==> config.mk <==
export PLATFORM = sky130hd
export DESIGN_NAME = spiking_neuron_step
export DESIGN_NICKNAME = d
export VERILOG_FILES = /design/src/hdl/snstep_pkg.sv /design/src/hdl/snstep_front.sv /design/src/hdl/snstep_back.sv /design/src/hdl/spiking_neuron_step.sv
export SDC_FILE = /design/constraint.sdc
export NUM_CORES = 2
export LEC_CHECK = 0
export ABC_AREA = 1
export BUFFER_PORTS_ARGS = -buffer_cell sky130_fd_sc_hd__buf_2
export CAP_MARGIN = 20
export CORE_ASPECT_RATIO = 0.5
export CORE_MARGIN = 4
export CORE_UTILIZATION = 60
export CTS_BUF_LIST = sky130_fd_sc_hd__clkbuf_4
export CTS_CLUSTER_DIAMETER = 50
export DETAILED_ROUTE_END_ITERATION = 10
export GPL_TIMING_DRIVEN = 0
export PLACE_DENSITY = 0.8
export SYNTH_ARGS = -nofsm -noshare
export SYNTH_HDL_FRONTEND = slang
export SYNTH_SLANG_ARGS = --single-unit
==> constraint.sdc <==
create_clock -name clk -period 7.35 [get_ports clk]
set_input_delay 0 -clock clk [delete_from_list [all_inputs] [get_ports clk]]
set_output_delay 0 -clock clk [all_outputs]
set_load 0.02 [all_outputs]
==> src/hdl/snstep_pkg.sv <==
package snstep_pkg;

    // field widths
    localparam int NODE_W   = 16;
    localparam int WGT_W    = 16;
    localparam int STATE_W  = 24;
    localparam int RATE_W   = 16;
    localparam int SENS_W   = 16;
    localparam int JUMP_W   = 14;
    localparam int WGTS_W   = 64;
    localparam int CFG_IDX_W = 3;

    // number of node inputs that take part in the weighted sum
    localparam int INPUT_COUNT = 4;
    localparam int NODE_PORTS  = 4;
    localparam int K_W = (INPUT_COUNT > 1) ? $clog2(INPUT_COUNT) : 1;

    // shared multiplier and accumulator widths
    localparam int MUL_A_W = 27;
    localparam int MUL_B_W = 25;
    localparam int PROD_W  = MUL_A_W + MUL_B_W;
    localparam int ACC_W   = 2 * NODE_W + ((INPUT_COUNT > 1) ? $clog2(INPUT_COUNT) : 0);
    localparam int CUR_W   = ACC_W - 8;
    localparam int WIDE_W  = 36;
    localparam int SQ_W    = 33;

    // input queue between front and back
    localparam int QUEUE_DEPTH = 2;
    localparam int QPTR_W  = (QUEUE_DEPTH > 1) ? $clog2(QUEUE_DEPTH) : 1;
    localparam int QCNT_W  = $clog2(QUEUE_DEPTH + 1);

    // 0.04 in Q0.16 and 140 in Q.10
    localparam logic signed [MUL_B_W-1:0] V2_COEF     = 25'sd2621;
    localparam logic signed [WIDE_W-1:0]  V_CONST_Q10 = 36'sd143360;

    // register reset values
    localparam logic [RATE_W-1:0]         RST_RECOVERY_RATE        = 16'd1311;
    localparam logic [SENS_W-1:0]         RST_RECOVERY_SENSITIVITY = 16'd3277;
    localparam logic signed [STATE_W-1:0] RST_RESET_POTENTIAL      = -24'sd66560;
    localparam logic [JUMP_W-1:0]         RST_RECOVERY_JUMP        = 14'd8192;
    localparam logic signed [STATE_W-1:0] RST_FIRE_THRESHOLD       = 24'sd30720;
    localparam logic signed [STATE_W-1:0] RST_INITIAL_POTENTIAL    = -24'sd66560;
    localparam logic signed [STATE_W-1:0] RST_INITIAL_RECOVERY     = -24'sd15360;
    localparam logic [WGTS_W-1:0]         RST_INPUT_WEIGHTS        = '0;

    typedef enum logic [CFG_IDX_W-1:0] {
        REG_RECOVERY_RATE        = 3'd0,
        REG_RECOVERY_SENSITIVITY = 3'd1,
        REG_RESET_POTENTIAL      = 3'd2,
        REG_RECOVERY_JUMP        = 3'd3,
        REG_FIRE_THRESHOLD       = 3'd4,
        REG_INITIAL_POTENTIAL    = 3'd5,
        REG_INITIAL_RECOVERY     = 3'd6,
        REG_INPUT_WEIGHTS        = 3'd7
    } cfg_idx_t;

    typedef enum logic {
        OP_STEP   = 1'b0,
        OP_RELOAD = 1'b1
    } op_t;

    typedef logic signed [NODE_W-1:0] node_t;

    typedef struct packed {
        op_t                       op;
        node_t [INPUT_COUNT-1:0]   node;
    } item_t;

    typedef struct packed {
        logic [RATE_W-1:0]         recovery_rate;
        logic [SENS_W-1:0]         recovery_sensitivity;
        logic signed [STATE_W-1:0] reset_potential;
        logic [JUMP_W-1:0]         recovery_jump;
        logic signed [STATE_W-1:0] fire_threshold;
        logic signed [STATE_W-1:0] initial_potential;
        logic signed [STATE_W-1:0] initial_recovery;
        logic [WGTS_W-1:0]         input_weights;
    } cfg_t;

    typedef enum logic [3:0] {
        ST_IDLE,
        ST_WGT,
        ST_SQR,
        ST_HI,
        ST_LO,
        ST_VB,
        ST_BU,
        ST_DU,
        ST_UPD,
        ST_FIN
    } state_t;

    // clamp a wide signed value to the 24-bit state range
    function automatic logic signed [STATE_W-1:0] sat24(input logic signed [WIDE_W-1:0] x);
        logic signed [STATE_W-1:0] r;
        if ((&x[WIDE_W-1:STATE_W-1]) || !(|x[WIDE_W-1:STATE_W-1])) begin
            r = x[STATE_W-1:0];
        end
        else if (x[WIDE_W-1]) begin
            r = {1'b1, {(STATE_W-1){1'b0}}};
        end
        else begin
            r = {1'b0, {(STATE_W-1){1'b1}}};
        end
        return r;
    endfunction

endpackage

==> src/hdl/snstep_front.sv <==
module snstep_front (
    input  logic                     clk,
    input  logic                     rst_n,
    input  logic                     in_valid,
    output logic                     in_ready,
    input  logic                     action,
    input  logic signed [15:0]       node_value_0,
    input  logic signed [15:0]       node_value_1,
    input  logic signed [15:0]       node_value_2,
    input  logic signed [15:0]       node_value_3,
    output logic                     q_valid,
    input  logic                     q_ready,
    output snstep_pkg::item_t        q_item
);
    import snstep_pkg::*;

    item_t               mem_reg [QUEUE_DEPTH];
    logic [QPTR_W-1:0]   wr_ptr_reg;
    logic [QPTR_W-1:0]   rd_ptr_reg;
    logic [QCNT_W-1:0]   count_reg;
    node_t               port_vals [NODE_PORTS];
    item_t               item_in;
    logic                push;
    logic                pop;

    // gather node ports
    assign port_vals[0] = node_value_0;
    assign port_vals[1] = node_value_1;
    assign port_vals[2] = node_value_2;
    assign port_vals[3] = node_value_3;

    // classify the transaction and keep only the active inputs
    always_comb
    begin
        item_in.op = action ? OP_RELOAD : OP_STEP;
        for (int k = 0; k < INPUT_COUNT; k++)
        begin
            item_in.node[k] = port_vals[k];
        end
    end

    assign in_ready = (count_reg != QCNT_W'(QUEUE_DEPTH));
    assign push     = in_valid && in_ready;
    assign q_valid  = (count_reg != '0);
    assign pop      = q_valid && q_ready;
    assign q_item   = mem_reg[rd_ptr_reg];

    // queue storage
    always_ff @(posedge clk)
    begin
        if (push)
        begin
            mem_reg[wr_ptr_reg] <= item_in;
        end
    end

    // queue pointers
    always_ff @(posedge clk or negedge rst_n)
    begin
        if (!rst_n)
        begin
            wr_ptr_reg <= '0;
            rd_ptr_reg <= '0;
            count_reg  <= '0;
        end
        else
        begin
            if (push)
            begin
                wr_ptr_reg <= (wr_ptr_reg == QPTR_W'(QUEUE_DEPTH - 1)) ? '0
                                                                         : wr_ptr_reg + 1'b1;
            end
            if (pop)
            begin
                rd_ptr_reg <= (rd_ptr_reg == QPTR_W'(QUEUE_DEPTH - 1)) ? '0
                                                                         : rd_ptr_reg + 1'b1;
            end
            if (push && !pop)
            begin
                count_reg <= count_reg + 1'b1;
            end
            else if (pop && !push)
            begin
                count_reg <= count_reg - 1'b1;
            end
        end
    end

endmodule

==> src/hdl/snstep_back.sv <==
module snstep_back (
    input  logic                     clk,
    input  logic                     rst_n,
    input  snstep_pkg::cfg_t         cfg,
    input  logic                     q_valid,
    output logic                     q_ready,
    input  snstep_pkg::item_t        q_item,
    output logic                     out_valid,
    input  logic                     out_ready,
    output logic                     fired,
    output logic signed [23:0]       potential_now,
    output logic signed [23:0]       recovery_now
);
    import snstep_pkg::*;

    state_t                      state_reg, state_next;
    logic [K_W-1:0]              k_reg, k_next;
    node_t [INPUT_COUNT-1:0]     nodes_reg, nodes_next;
    logic signed [ACC_W-1:0]     acc_reg, acc_next;
    logic signed [PROD_W-1:0]    prod_reg;
    logic [22:0]                 lo_reg, lo_next;
    logic [35:0]                 hp_reg, hp_next;
    logic [SQ_W-1:0]             sq_reg, sq_next;
    logic signed [MUL_A_W-1:0]   bmu_reg, bmu_next;
    logic signed [WIDE_W-1:0]    vsum_reg, vsum_next;
    logic signed [STATE_W-1:0]   vn_reg, vn_next;
    logic signed [STATE_W-1:0]   v_reg, v_next;
    logic signed [STATE_W-1:0]   u_reg, u_next;
    logic                        fired_reg, fired_next;
    logic                        out_vld_reg, out_vld_next;
    logic                        out_fired_reg, out_fired_next;
    logic signed [STATE_W-1:0]   out_v_reg, out_v_next;
    logic signed [STATE_W-1:0]   out_u_reg, out_u_next;

    logic signed [MUL_A_W-1:0]   mul_a;
    logic signed [MUL_B_W-1:0]   mul_b;
    logic signed [ACC_W-1:0]     prod_acc;
    logic [58:0]                 sq_total;
    logic signed [MUL_A_W-1:0]   bv;
    logic signed [MUL_A_W:0]     bmu_wide;
    logic signed [WIDE_W-1:0]    vx;
    logic signed [WIDE_W-1:0]    ux;
    logic signed [WIDE_W-1:0]    curx;
    logic signed [WIDE_W-1:0]    sqx;
    logic signed [27:0]          du;
    logic signed [STATE_W-1:0]   un;
    logic signed [STATE_W-1:0]   u_fin;
    logic signed [WGT_W-1:0]     w_k;

    // shared multiplier operand select
    always_comb
    begin
        w_k = signed'(cfg.input_weights[WGT_W*k_reg +: WGT_W]);
        case (state_reg)
            ST_WGT:
            begin
                mul_a = MUL_A_W'(signed'(nodes_reg[k_reg]));
                mul_b = MUL_B_W'(w_k);
            end
            ST_SQR:
            begin
                mul_a = MUL_A_W'(v_reg);
                mul_b = MUL_B_W'(v_reg);
            end
            ST_HI:
            begin
                mul_a = signed'({3'b000, prod_reg[46:23]});
                mul_b = V2_COEF;
            end
            ST_LO:
            begin
                mul_a = signed'({4'b0000, lo_reg});
                mul_b = V2_COEF;
            end
            ST_VB:
            begin
                mul_a = MUL_A_W'(v_reg);
                mul_b = signed'({9'b0, cfg.recovery_sensitivity});
            end
            ST_DU:
            begin
                mul_a = bmu_reg;
                mul_b = signed'({9'b0, cfg.recovery_rate});
            end
            default:
            begin
                mul_a = '0;
                mul_b = '0;
            end
        endcase
    end

    // arithmetic on the registered product
    always_comb
    begin
        prod_acc = prod_reg[ACC_W-1:0];
        sq_total = {hp_reg, 23'b0} + 59'(prod_reg[34:0]);
        bv       = prod_reg[40:14];
        bmu_wide = (MUL_A_W + 1)'(bv) - (MUL_A_W + 1)'(u_reg);
        vx       = WIDE_W'(v_reg);
        ux       = WIDE_W'(u_reg);
        curx     = WIDE_W'(signed'(acc_reg[ACC_W-1:8]));
        sqx      = signed'(WIDE_W'(sq_reg));
        du       = prod_reg[43:16];
        un       = sat24(WIDE_W'(u_reg) + WIDE_W'(du));
        u_fin    = fired_reg ? sat24(ux + signed'(WIDE_W'(cfg.recovery_jump))) : u_reg;
    end

    // sequencer: next state and datapath updates
    always_comb
    begin
        state_next     = state_reg;
        k_next         = k_reg;
        nodes_next     = nodes_reg;
        acc_next       = acc_reg;
        lo_next        = lo_reg;
        hp_next        = hp_reg;
        sq_next        = sq_reg;
        bmu_next       = bmu_reg;
        vsum_next      = vsum_reg;
        vn_next        = vn_reg;
        v_next         = v_reg;
        u_next         = u_reg;
        fired_next     = fired_reg;
        out_vld_next   = out_vld_reg && !out_ready;
        out_fired_next = out_fired_reg;
        out_v_next     = out_v_reg;
        out_u_next     = out_u_reg;
        q_ready        = 1'b0;
        case (state_reg)
            ST_IDLE:
            begin
                if (q_valid)
                begin
                    q_ready    = 1'b1;
                    nodes_next = q_item.node;
                    if (q_item.op == OP_RELOAD)
                    begin
                        v_next     = cfg.initial_potential;
                        u_next     = cfg.initial_recovery;
                        fired_next = 1'b0;
                        state_next = ST_FIN;
                    end
                    else
                    begin
                        k_next     = '0;
                        acc_next   = '0;
                        state_next = ST_WGT;
                    end
                end
            end
            ST_WGT:
            begin
                // the previous input's product is added from the product register
                if (k_reg != '0)
                begin
                    acc_next = acc_reg + prod_acc;
                end
                if (k_reg == K_W'(INPUT_COUNT - 1))
                begin
                    state_next = ST_SQR;
                end
                else
                begin
                    k_next = k_reg + 1'b1;
                end
            end
            ST_SQR:
            begin
                acc_next   = acc_reg + prod_acc;
                state_next = ST_HI;
            end
            ST_HI:
            begin
                lo_next    = prod_reg[22:0];
                state_next = ST_LO;
            end
            ST_LO:
            begin
                hp_next    = prod_reg[35:0];
                state_next = ST_VB;
            end
            ST_VB:
            begin
                // 0.04 v^2 in Q.10
                sq_next    = sq_total[58:26];
                state_next = ST_BU;
            end
            ST_BU:
            begin
                bmu_next   = bmu_wide[MUL_A_W-1:0];
                // v + dv, with 5v + v folded into 6v
                vsum_next  = sqx + (vx <<< 2) + (vx <<< 1) + V_CONST_Q10 - ux + curx;
                state_next = ST_DU;
            end
            ST_DU:
            begin
                vn_next    = sat24(vsum_reg);
                state_next = ST_UPD;
            end
            ST_UPD:
            begin
                u_next = un;
                if (vn_reg >= cfg.fire_threshold)
                begin
                    fired_next = 1'b1;
                    v_next     = cfg.reset_potential;
                end
                else
                begin
                    fired_next = 1'b0;
                    v_next     = vn_reg;
                end
                state_next = ST_FIN;
            end
            ST_FIN:
            begin
                // hand over once the output register is free
                if (!out_vld_reg || out_ready)
                begin
                    u_next         = u_fin;
                    out_vld_next   = 1'b1;
                    out_fired_next = fired_reg;
                    out_v_next     = v_reg;
                    out_u_next     = u_fin;
                    state_next     = ST_IDLE;
                end
            end
            default:
            begin
                state_next = ST_IDLE;
            end
        endcase
    end

    // control and neuron state
    always_ff @(posedge clk or negedge rst_n)
    begin
        if (!rst_n)
        begin
            state_reg   <= ST_IDLE;
            k_reg       <= '0;
            v_reg       <= RST_INITIAL_POTENTIAL;
            u_reg       <= RST_INITIAL_RECOVERY;
            fired_reg   <= 1'b0;
            out_vld_reg <= 1'b0;
        end
        else
        begin
            state_reg   <= state_next;
            k_reg       <= k_next;
            v_reg       <= v_next;
            u_reg       <= u_next;
            fired_reg   <= fired_next;
            out_vld_reg <= out_vld_next;
        end
    end

    // datapath registers
    always_ff @(posedge clk)
    begin
        prod_reg      <= PROD_W'(mul_a) * PROD_W'(mul_b);
        nodes_reg     <= nodes_next;
        acc_reg       <= acc_next;
        lo_reg        <= lo_next;
        hp_reg        <= hp_next;
        sq_reg        <= sq_next;
        bmu_reg       <= bmu_next;
        vsum_reg      <= vsum_next;
        vn_reg        <= vn_next;
        out_fired_reg <= out_fired_next;
        out_v_reg     <= out_v_next;
        out_u_reg     <= out_u_next;
    end

    assign out_valid     = out_vld_reg;
    assign fired         = out_fired_reg;
    assign potential_now = out_v_reg;
    assign recovery_now  = out_u_reg;

    // checks
    a_pop_only_idle: assert property (@(posedge clk) disable iff (!rst_n)
        q_ready |-> (state_reg == ST_IDLE) && q_valid)
        else $error("queue popped outside idle");

    a_fire_resets_v: assert property (@(posedge clk) disable iff (!rst_n)
        out_vld_reg && out_fired_reg |-> out_v_reg == cfg.reset_potential)
        else $error("spike result without reset potential");

    a_result_from_fin: assert property (@(posedge clk) disable iff (!rst_n)
        $rose(out_vld_reg) |-> $past(state_reg == ST_FIN))
        else $error("result loaded outside final state");

    a_fin_waits: assert property (@(posedge clk) disable iff (!rst_n)
        (state_reg == ST_FIN) && out_vld_reg && !out_ready |=> state_reg == ST_FIN)
        else $error("result dropped while output stalled");

endmodule

==> src/hdl/spiking_neuron_step.sv <==
// Fixed-point spiking neuron, one Euler step per transaction. An advance
// transaction forms the weighted input current from the node values and
// steps V and U (Q13.10, saturated); a reload transaction restores the
// initial V and U and reports fired as 0. Every transaction returns one
// result. A two-entry queue takes transactions while the neuron works;
// the neuron itself handles one at a time with a single shared 27x25
// multiplier, and a result may wait on out_ready. Registers are
// written through the configuration channel, which is always ready; the
// user must write them only while no transaction is in flight, as the
// block itself does not enforce it.
module spiking_neuron_step (
    input  logic                clk,
    input  logic                rst_n,
    input  logic                cfg_valid,
    output logic                cfg_ready,
    input  logic [2:0]          cfg_index,
    input  logic [63:0]         cfg_data,
    input  logic                in_valid,
    output logic                in_ready,
    input  logic                action,
    input  logic signed [15:0]  node_value_0,
    input  logic signed [15:0]  node_value_1,
    input  logic signed [15:0]  node_value_2,
    input  logic signed [15:0]  node_value_3,
    output logic                out_valid,
    input  logic                out_ready,
    output logic                fired,
    output logic signed [23:0]  potential_now,
    output logic signed [23:0]  recovery_now
);
    import snstep_pkg::*;

    cfg_t   cfg_reg;
    logic   q_valid;
    logic   q_ready;
    item_t  q_item;

    assign cfg_ready = 1'b1;

    // configuration registers
    always_ff @(posedge clk or negedge rst_n)
    begin
        if (!rst_n)
        begin
            cfg_reg.recovery_rate        <= RST_RECOVERY_RATE;
            cfg_reg.recovery_sensitivity <= RST_RECOVERY_SENSITIVITY;
            cfg_reg.reset_potential      <= RST_RESET_POTENTIAL;
            cfg_reg.recovery_jump        <= RST_RECOVERY_JUMP;
            cfg_reg.fire_threshold       <= RST_FIRE_THRESHOLD;
            cfg_reg.initial_potential    <= RST_INITIAL_POTENTIAL;
            cfg_reg.initial_recovery     <= RST_INITIAL_RECOVERY;
            cfg_reg.input_weights        <= RST_INPUT_WEIGHTS;
        end
        else if (cfg_valid && cfg_ready)
        begin
            case (cfg_idx_t'(cfg_index))
                REG_RECOVERY_RATE:        cfg_reg.recovery_rate        <= cfg_data[RATE_W-1:0];
                REG_RECOVERY_SENSITIVITY: cfg_reg.recovery_sensitivity <= cfg_data[SENS_W-1:0];
                REG_RESET_POTENTIAL:      cfg_reg.reset_potential      <= cfg_data[STATE_W-1:0];
                REG_RECOVERY_JUMP:        cfg_reg.recovery_jump        <= cfg_data[JUMP_W-1:0];
                REG_FIRE_THRESHOLD:       cfg_reg.fire_threshold       <= cfg_data[STATE_W-1:0];
                REG_INITIAL_POTENTIAL:    cfg_reg.initial_potential    <= cfg_data[STATE_W-1:0];
                REG_INITIAL_RECOVERY:     cfg_reg.initial_recovery     <= cfg_data[STATE_W-1:0];
                REG_INPUT_WEIGHTS:        cfg_reg.input_weights        <= cfg_data[WGTS_W-1:0];
                default:
                begin
                end
            endcase
        end
    end

    // input side: accept and classify, queue
    snstep_front u_front (
        .clk          (clk),
        .rst_n        (rst_n),
        .in_valid     (in_valid),
        .in_ready     (in_ready),
        .action       (action),
        .node_value_0 (node_value_0),
        .node_value_1 (node_value_1),
        .node_value_2 (node_value_2),
        .node_value_3 (node_value_3),
        .q_valid      (q_valid),
        .q_ready      (q_ready),
        .q_item       (q_item)
    );

    // neuron update and result register
    snstep_back u_back (
        .clk           (clk),
        .rst_n         (rst_n),
        .cfg           (cfg_reg),
        .q_valid       (q_valid),
        .q_ready       (q_ready),
        .q_item        (q_item),
        .out_valid     (out_valid),
        .out_ready     (out_ready),
        .fired         (fired),
        .potential_now (potential_now),
        .recovery_now  (recovery_now)
    );

endmodule
==> flow_summary.yaml, run 1 <==
run_status:
  status: "stopped before the end"
  haltStage: "5_1_grt"
  stop_error: "[ERROR GRT-0232] Routing congestion too high. Check the congestion heatmap in the GUI."
logic_synthesis:
  synthArstFlopShare_pct: 34.6
  syn-num-nets: 8683
  ys_seq_area_share_pct: 32.7
  avgSynthCellArea_um2: 8.77
  synth_edf_count: 456
  ys_warn_count: 0
  ys.flop_type: "edfxtp_1"
  netlist_area_um2: 65300
  synth_cells: 7454
  synthDistinctLibCells: 67
  ys_ff_latch: 769
place:
  dpl.hpwl_mm: 176
  postPlaceCellArea_um2: 68500
  dp_slack_ns: -2.05
  dp_cells: 9095
  place_congestion: 1.07
  io_buffer_count: 187
floorplanning:
  start_util_pct: 60.6
  die-height_um: 241
  rows: 85
  io_pins: 189
  die_x_um: 475
sta:
  repair-timing-grt-worst-ep: "u_back.prod_reg[38]$_DFF_P_/D"
  endpoint_type: "sequential cell input"
cts:
  htreeDepth: 4
  cts.sinks: 769
  root_buffer: "clkbuf_4"
  max-clock-path-buffers: 3
  cts_made_buffers: 178
global_route:
  grt_max_degree: 119
  antenna_found_initial: 96
  grt_remaining_overflow: 144
  grt.total_usage_pct: 64.0
==> through the flow <==
stage	hold WS, ns	setup TNS (ns)
after CTS	0.0133	-1.96
after floorplan	-0.296	0
after detailed placement	-0.0507	-49.91
after global placement	0.188	-84.60
==> routing by layer <==
layer  GRT overflow  GRT usage (%)
met1              7           66.1
met2             79           77.6
met3             15           55.4
met4             41           50.3
met5              2           37.6
==> cell families after synthesis <==
group | synth area share, %
and+or+nand+nor | 16.0
buffers and inverters | 10.7
xor gates and xnor gates | 2.35
DFF | 32.7
other | 0.00574
AOI/OAI and AO/OA | 8.46
adders and majority gates | 29.5
muxes | 0.259
==> synthesized netlist by cell type, types with 16 or more instances <==
cell type / n / area (um^2)
nor2_1: 322 / 1210
dfstp_2: 80 / 2100
a21o_1: 16 / 120
clkbuf_1: 130 / 488
buf_2: 82 / 410
dfrtp_1: 186 / 4650
fa_1: 744 / 14900
a21oi_1: 438 / 2190
edfxtp_1: 456 / 13700
nand2_1: 1922 / 7210
inv_2: 16 / 60.1
dfxtp_1: 47 / 941
xnor2_1: 64 / 561
nor3_1: 35 / 175
nor4_1: 29 / 181
nand3_1: 177 / 886
ha_1: 348 / 4350
inv_1: 1569 / 5890
nand4_1: 71 / 444
o21ai_0: 349 / 1750
a21boi_0: 27 / 203
xor2_1: 111 / 972
==> timing repair <==
| action | 4_1_cts |
|---|---|
| endpoints found under the setup margin | 36 |
| resized for setup | 518 |
| gates cloned | 3 |
| hold buffers | 360 |
| setup buffers | 146 |
| pin swaps | 87 |
| endpoints found under the hold margin | 742 |
==> inputs of run 2 (changes only) <==
--- a/config.mk
+++ b/config.mk
@@ -8,14 +8,11 @@
 export ABC_AREA = 1
 export BUFFER_PORTS_ARGS = -buffer_cell sky130_fd_sc_hd__buf_2
 export CAP_MARGIN = 20
-export CORE_ASPECT_RATIO = 0.5
 export CORE_MARGIN = 4
-export CORE_UTILIZATION = 60
-export CTS_BUF_LIST = sky130_fd_sc_hd__clkbuf_4
-export CTS_CLUSTER_DIAMETER = 50
+export CORE_UTILIZATION = 40
 export DETAILED_ROUTE_END_ITERATION = 10
 export GPL_TIMING_DRIVEN = 0
-export PLACE_DENSITY = 0.8
+export PLACE_DENSITY_LB_ADDON = 0.15
 export SYNTH_ARGS = -nofsm -noshare
 export SYNTH_HDL_FRONTEND = slang
 export SYNTH_SLANG_ARGS = --single-unit
==> constraint.sdc (replaced) <==
create_clock -name clk -period 9.55 [get_ports clk]
set_input_delay 0 -clock clk [delete_from_list [all_inputs] [get_ports clk]]
set_output_delay 0 -clock clk [all_outputs]
set_load 0.02 [all_outputs]
==> run 2 against run 1 <==
Effect of this change:
- the flow now finishes without violations
- synthesized cell count is the same
- area after synthesis is the same
==> flow_summary.yaml, run 2 <==
global_route:
  grt.total_usage_pct: 28.2
  grt_first_pass_wirelength_mm: 352
  grt_max_degree: 122
  grt_pass1_vias: 53400
  grt_remaining_overflow: 0
  antenna_found_initial: 11
sta:
  worstMarginPinSlew_ns: 1.14
  relSlewSlack_pct: 24.0
  hold_viol_final: 0
  fmax_mhz: 108
  min_period_over_period_pct: 96.6
  setup_viol: 0
  skew_ns: 0.0502
  slew_violations: 0
  min_period_ns: 9.23
  rsz0062_at_grt: "no"
logic_synthesis:
  yosys-top-cells-area: "fa_1 (23%), edfxtp_1 (21%), nand2_1 (11%), inv_1 (9.0%), dfrtp_1 (7.1%)"
  syn-num-nets: 8683
  ys_ff_latch: 769
  netlist_area_um2: 65300
  synth_commonest_cells: "nand2_1 (1922), inv_1 (1569), fa_1 (744)"
  ys.flop_type: "edfxtp_1"
  ys_warn_count: 0
  synthDistinctLibCells: 67
  synth_top_area_share_pct: 22.8
  synthArstFlopShare_pct: 34.6
  synth_cells: 7454
  avgSynthCellArea_um2: 8.77
  synth_most_common_cell: "nand2_1"
  yosys.area.top_type: "fa_1"
  ys_seq_area_share_pct: 32.7
  synth_edf_count: 456
worst_setup_path:
  crit_slowest_cell: "fa_1"
  ff2ff_path_depth: 31
  crit_path_start_kind: "flip-flop"
  cp_max_fo: 10
  crit_type: "reg2reg"
  ff2ff_setup_slack_ns: 0.32
  end_kind: "flip-flop"
  slowest_delay_ns: 0.69
  critical_path_required_ns: 10.16
  arrival_ns: 9.84
  cp_common_cell: "fa_1"
final_layout:
  syn_to_final_growth_pct: 13.7
  layout.nets: 9155
  final-instance-count-excl-fill: 10200
  final_common_cell: "nand2_1"
  largest_register_ffs: 206
  drive_above_1_share_pct: 7.89
  fin_area_um2: 74300
  mostFrequentLayoutCells: "nand2_1 (1922), inv_1 (1569), fa_1 (744), edfxtp_1 (456), a21oi_1 (438)"
drt:
  route.vias.total: 52700
  dr.pass1.iters: 6
  drt_wl_total_mm: 238
  ant_nets: 0
  route.detailed.drc: 0
  wl_per_cell_um: 23.4
  first_iter_violations: 4644
  avgViaCountPerCell: 5.18
floorplanning:
  io_pins: 189
  start_util_pct: 40.2
  die-height_um: 412
  rows: 148
  die_x_um: 412
  dieArea_um2: 170000
  core_um2: 163000
flow_run:
  cap_violations: 0
place:
  dp_cells: 9841
  io_buffer_count: 187
  place_congestion: 0.969
  dpl.hpwl_mm: 192
  postPlaceCellArea_um2: 69500
cts:
  root_buffer: "clkbuf_16"
  cts.clk_slew.worst_paths_ns: 0.06
  max-clock-path-buffers: 3
  clk_latency_ns: 0.73
  cts_tree: "done"
  cts_made_buffers: 86
  htreeDepth: 3
  cts.sinks: 769
run_status:
  status: "completed"
min_path:
  hold_depth: 2
  hp-class: "in2reg"
-- run 2: layer usage --
layer | vias to the layer above | track usage (%) | part of all wire, %
li1 | 24100 | - | -
met1 | 26200 | 39.0 | 43
met2 | 1924 | 45.5 | 46
met3 | 399 | 4.74 | 7.0
met4 | 2 | 8.71 | 3.8
met5 | - | 0 | 0.0055
-- run 2: final timing paths --
path | startpoint | endpoint
max in group asynchronous | rst_n | cfg_reg[176]
hold reg to reg | cfg_reg[97] | cfg_reg[97]
setup reg to reg | u_back.k_reg[0] | u_back.prod_reg[46]
setup / recovery | u_back.k_reg[0] | u_back.prod_reg[46]
min in group asynchronous | rst_n | u_back.v_reg[15]
hold / removal | node_value_1[15] | u_front.mem_reg[1][31]
-- run 2: kinds of logic (layout without fill, tap and decap cells) --
family          Yosys count  in the layout  share of synthesized area [%]
buf+inv                1820           2363                           10.7
flops                   769            769                           32.7
compound gates          979            979                           8.46
simple gates           2603           2603                           16.0
fa+ha+maj              1092           1092                           29.5
mux                      15             15                          0.259
xor+xnor                175            175                           2.35
other cells               1              4                        0.00574
-- run 2: cell type report --
| type | count | area [um^2] |
|---|---|---|
| clock inverter | 49 | 649 |
| timing repair buffer | 384 | 3120 |
| buffer | 232 | 1040 |
| clock buffer | 110 | 2290 |
| multi-input combinational | 4865 | 37100 |
| sequential | 769 | 21400 |
| antenna | 3 | 7.51 |
| fill | 16100 | 88300 |
| inverter | 1588 | 5960 |
| tap | 2175 | 2720 |
-- run 2: timing repair --
action | 4_1_cts | 5_1_grt
hold endpoints to repair | 645 | 0
buffers inserted | 0 | 3
setup endpoints to repair | 12 | 15
pin swaps | 0 | 2
hold buffers | 169 | 0
gates cloned | 0 | 0
resized for setup | 3 | 23
-- run 2: worst max-delay path: cells and delay by family (launching register included) --
family	cells	cell delay, ns
and+or+nand+nor	9	1.39
DFF	1	0.41
buffers and inverters	10	2.08
AOI/OAI and AO/OA	4	1.05
adders and majority gates	8	4.15
-- run 2: through the flow --
stage / hold WS [ns] / TNS [ns] / setup slack, ns / utilization, %
2_1_floorplan: -0.296 / 0 / 1.47 / -
3_3_place_gp: 0.188 / -21.18 / -1.12 / 42.4
3_5_place_dp: -0.0857 / -1.51 / -0.271 / 42.8
4_1_cts: 0.000182 / 0 / 0.0715 / 45.6
5_1_grt: 0.0161 / 0 / 0.000836 / 45.7
6_report: 0.0294 / 0 / 0.323 / 45.7
Power of run 2 is not shown: default switching activity piles up to over one toggle a cycle in this logic, so the estimate is an artifact.
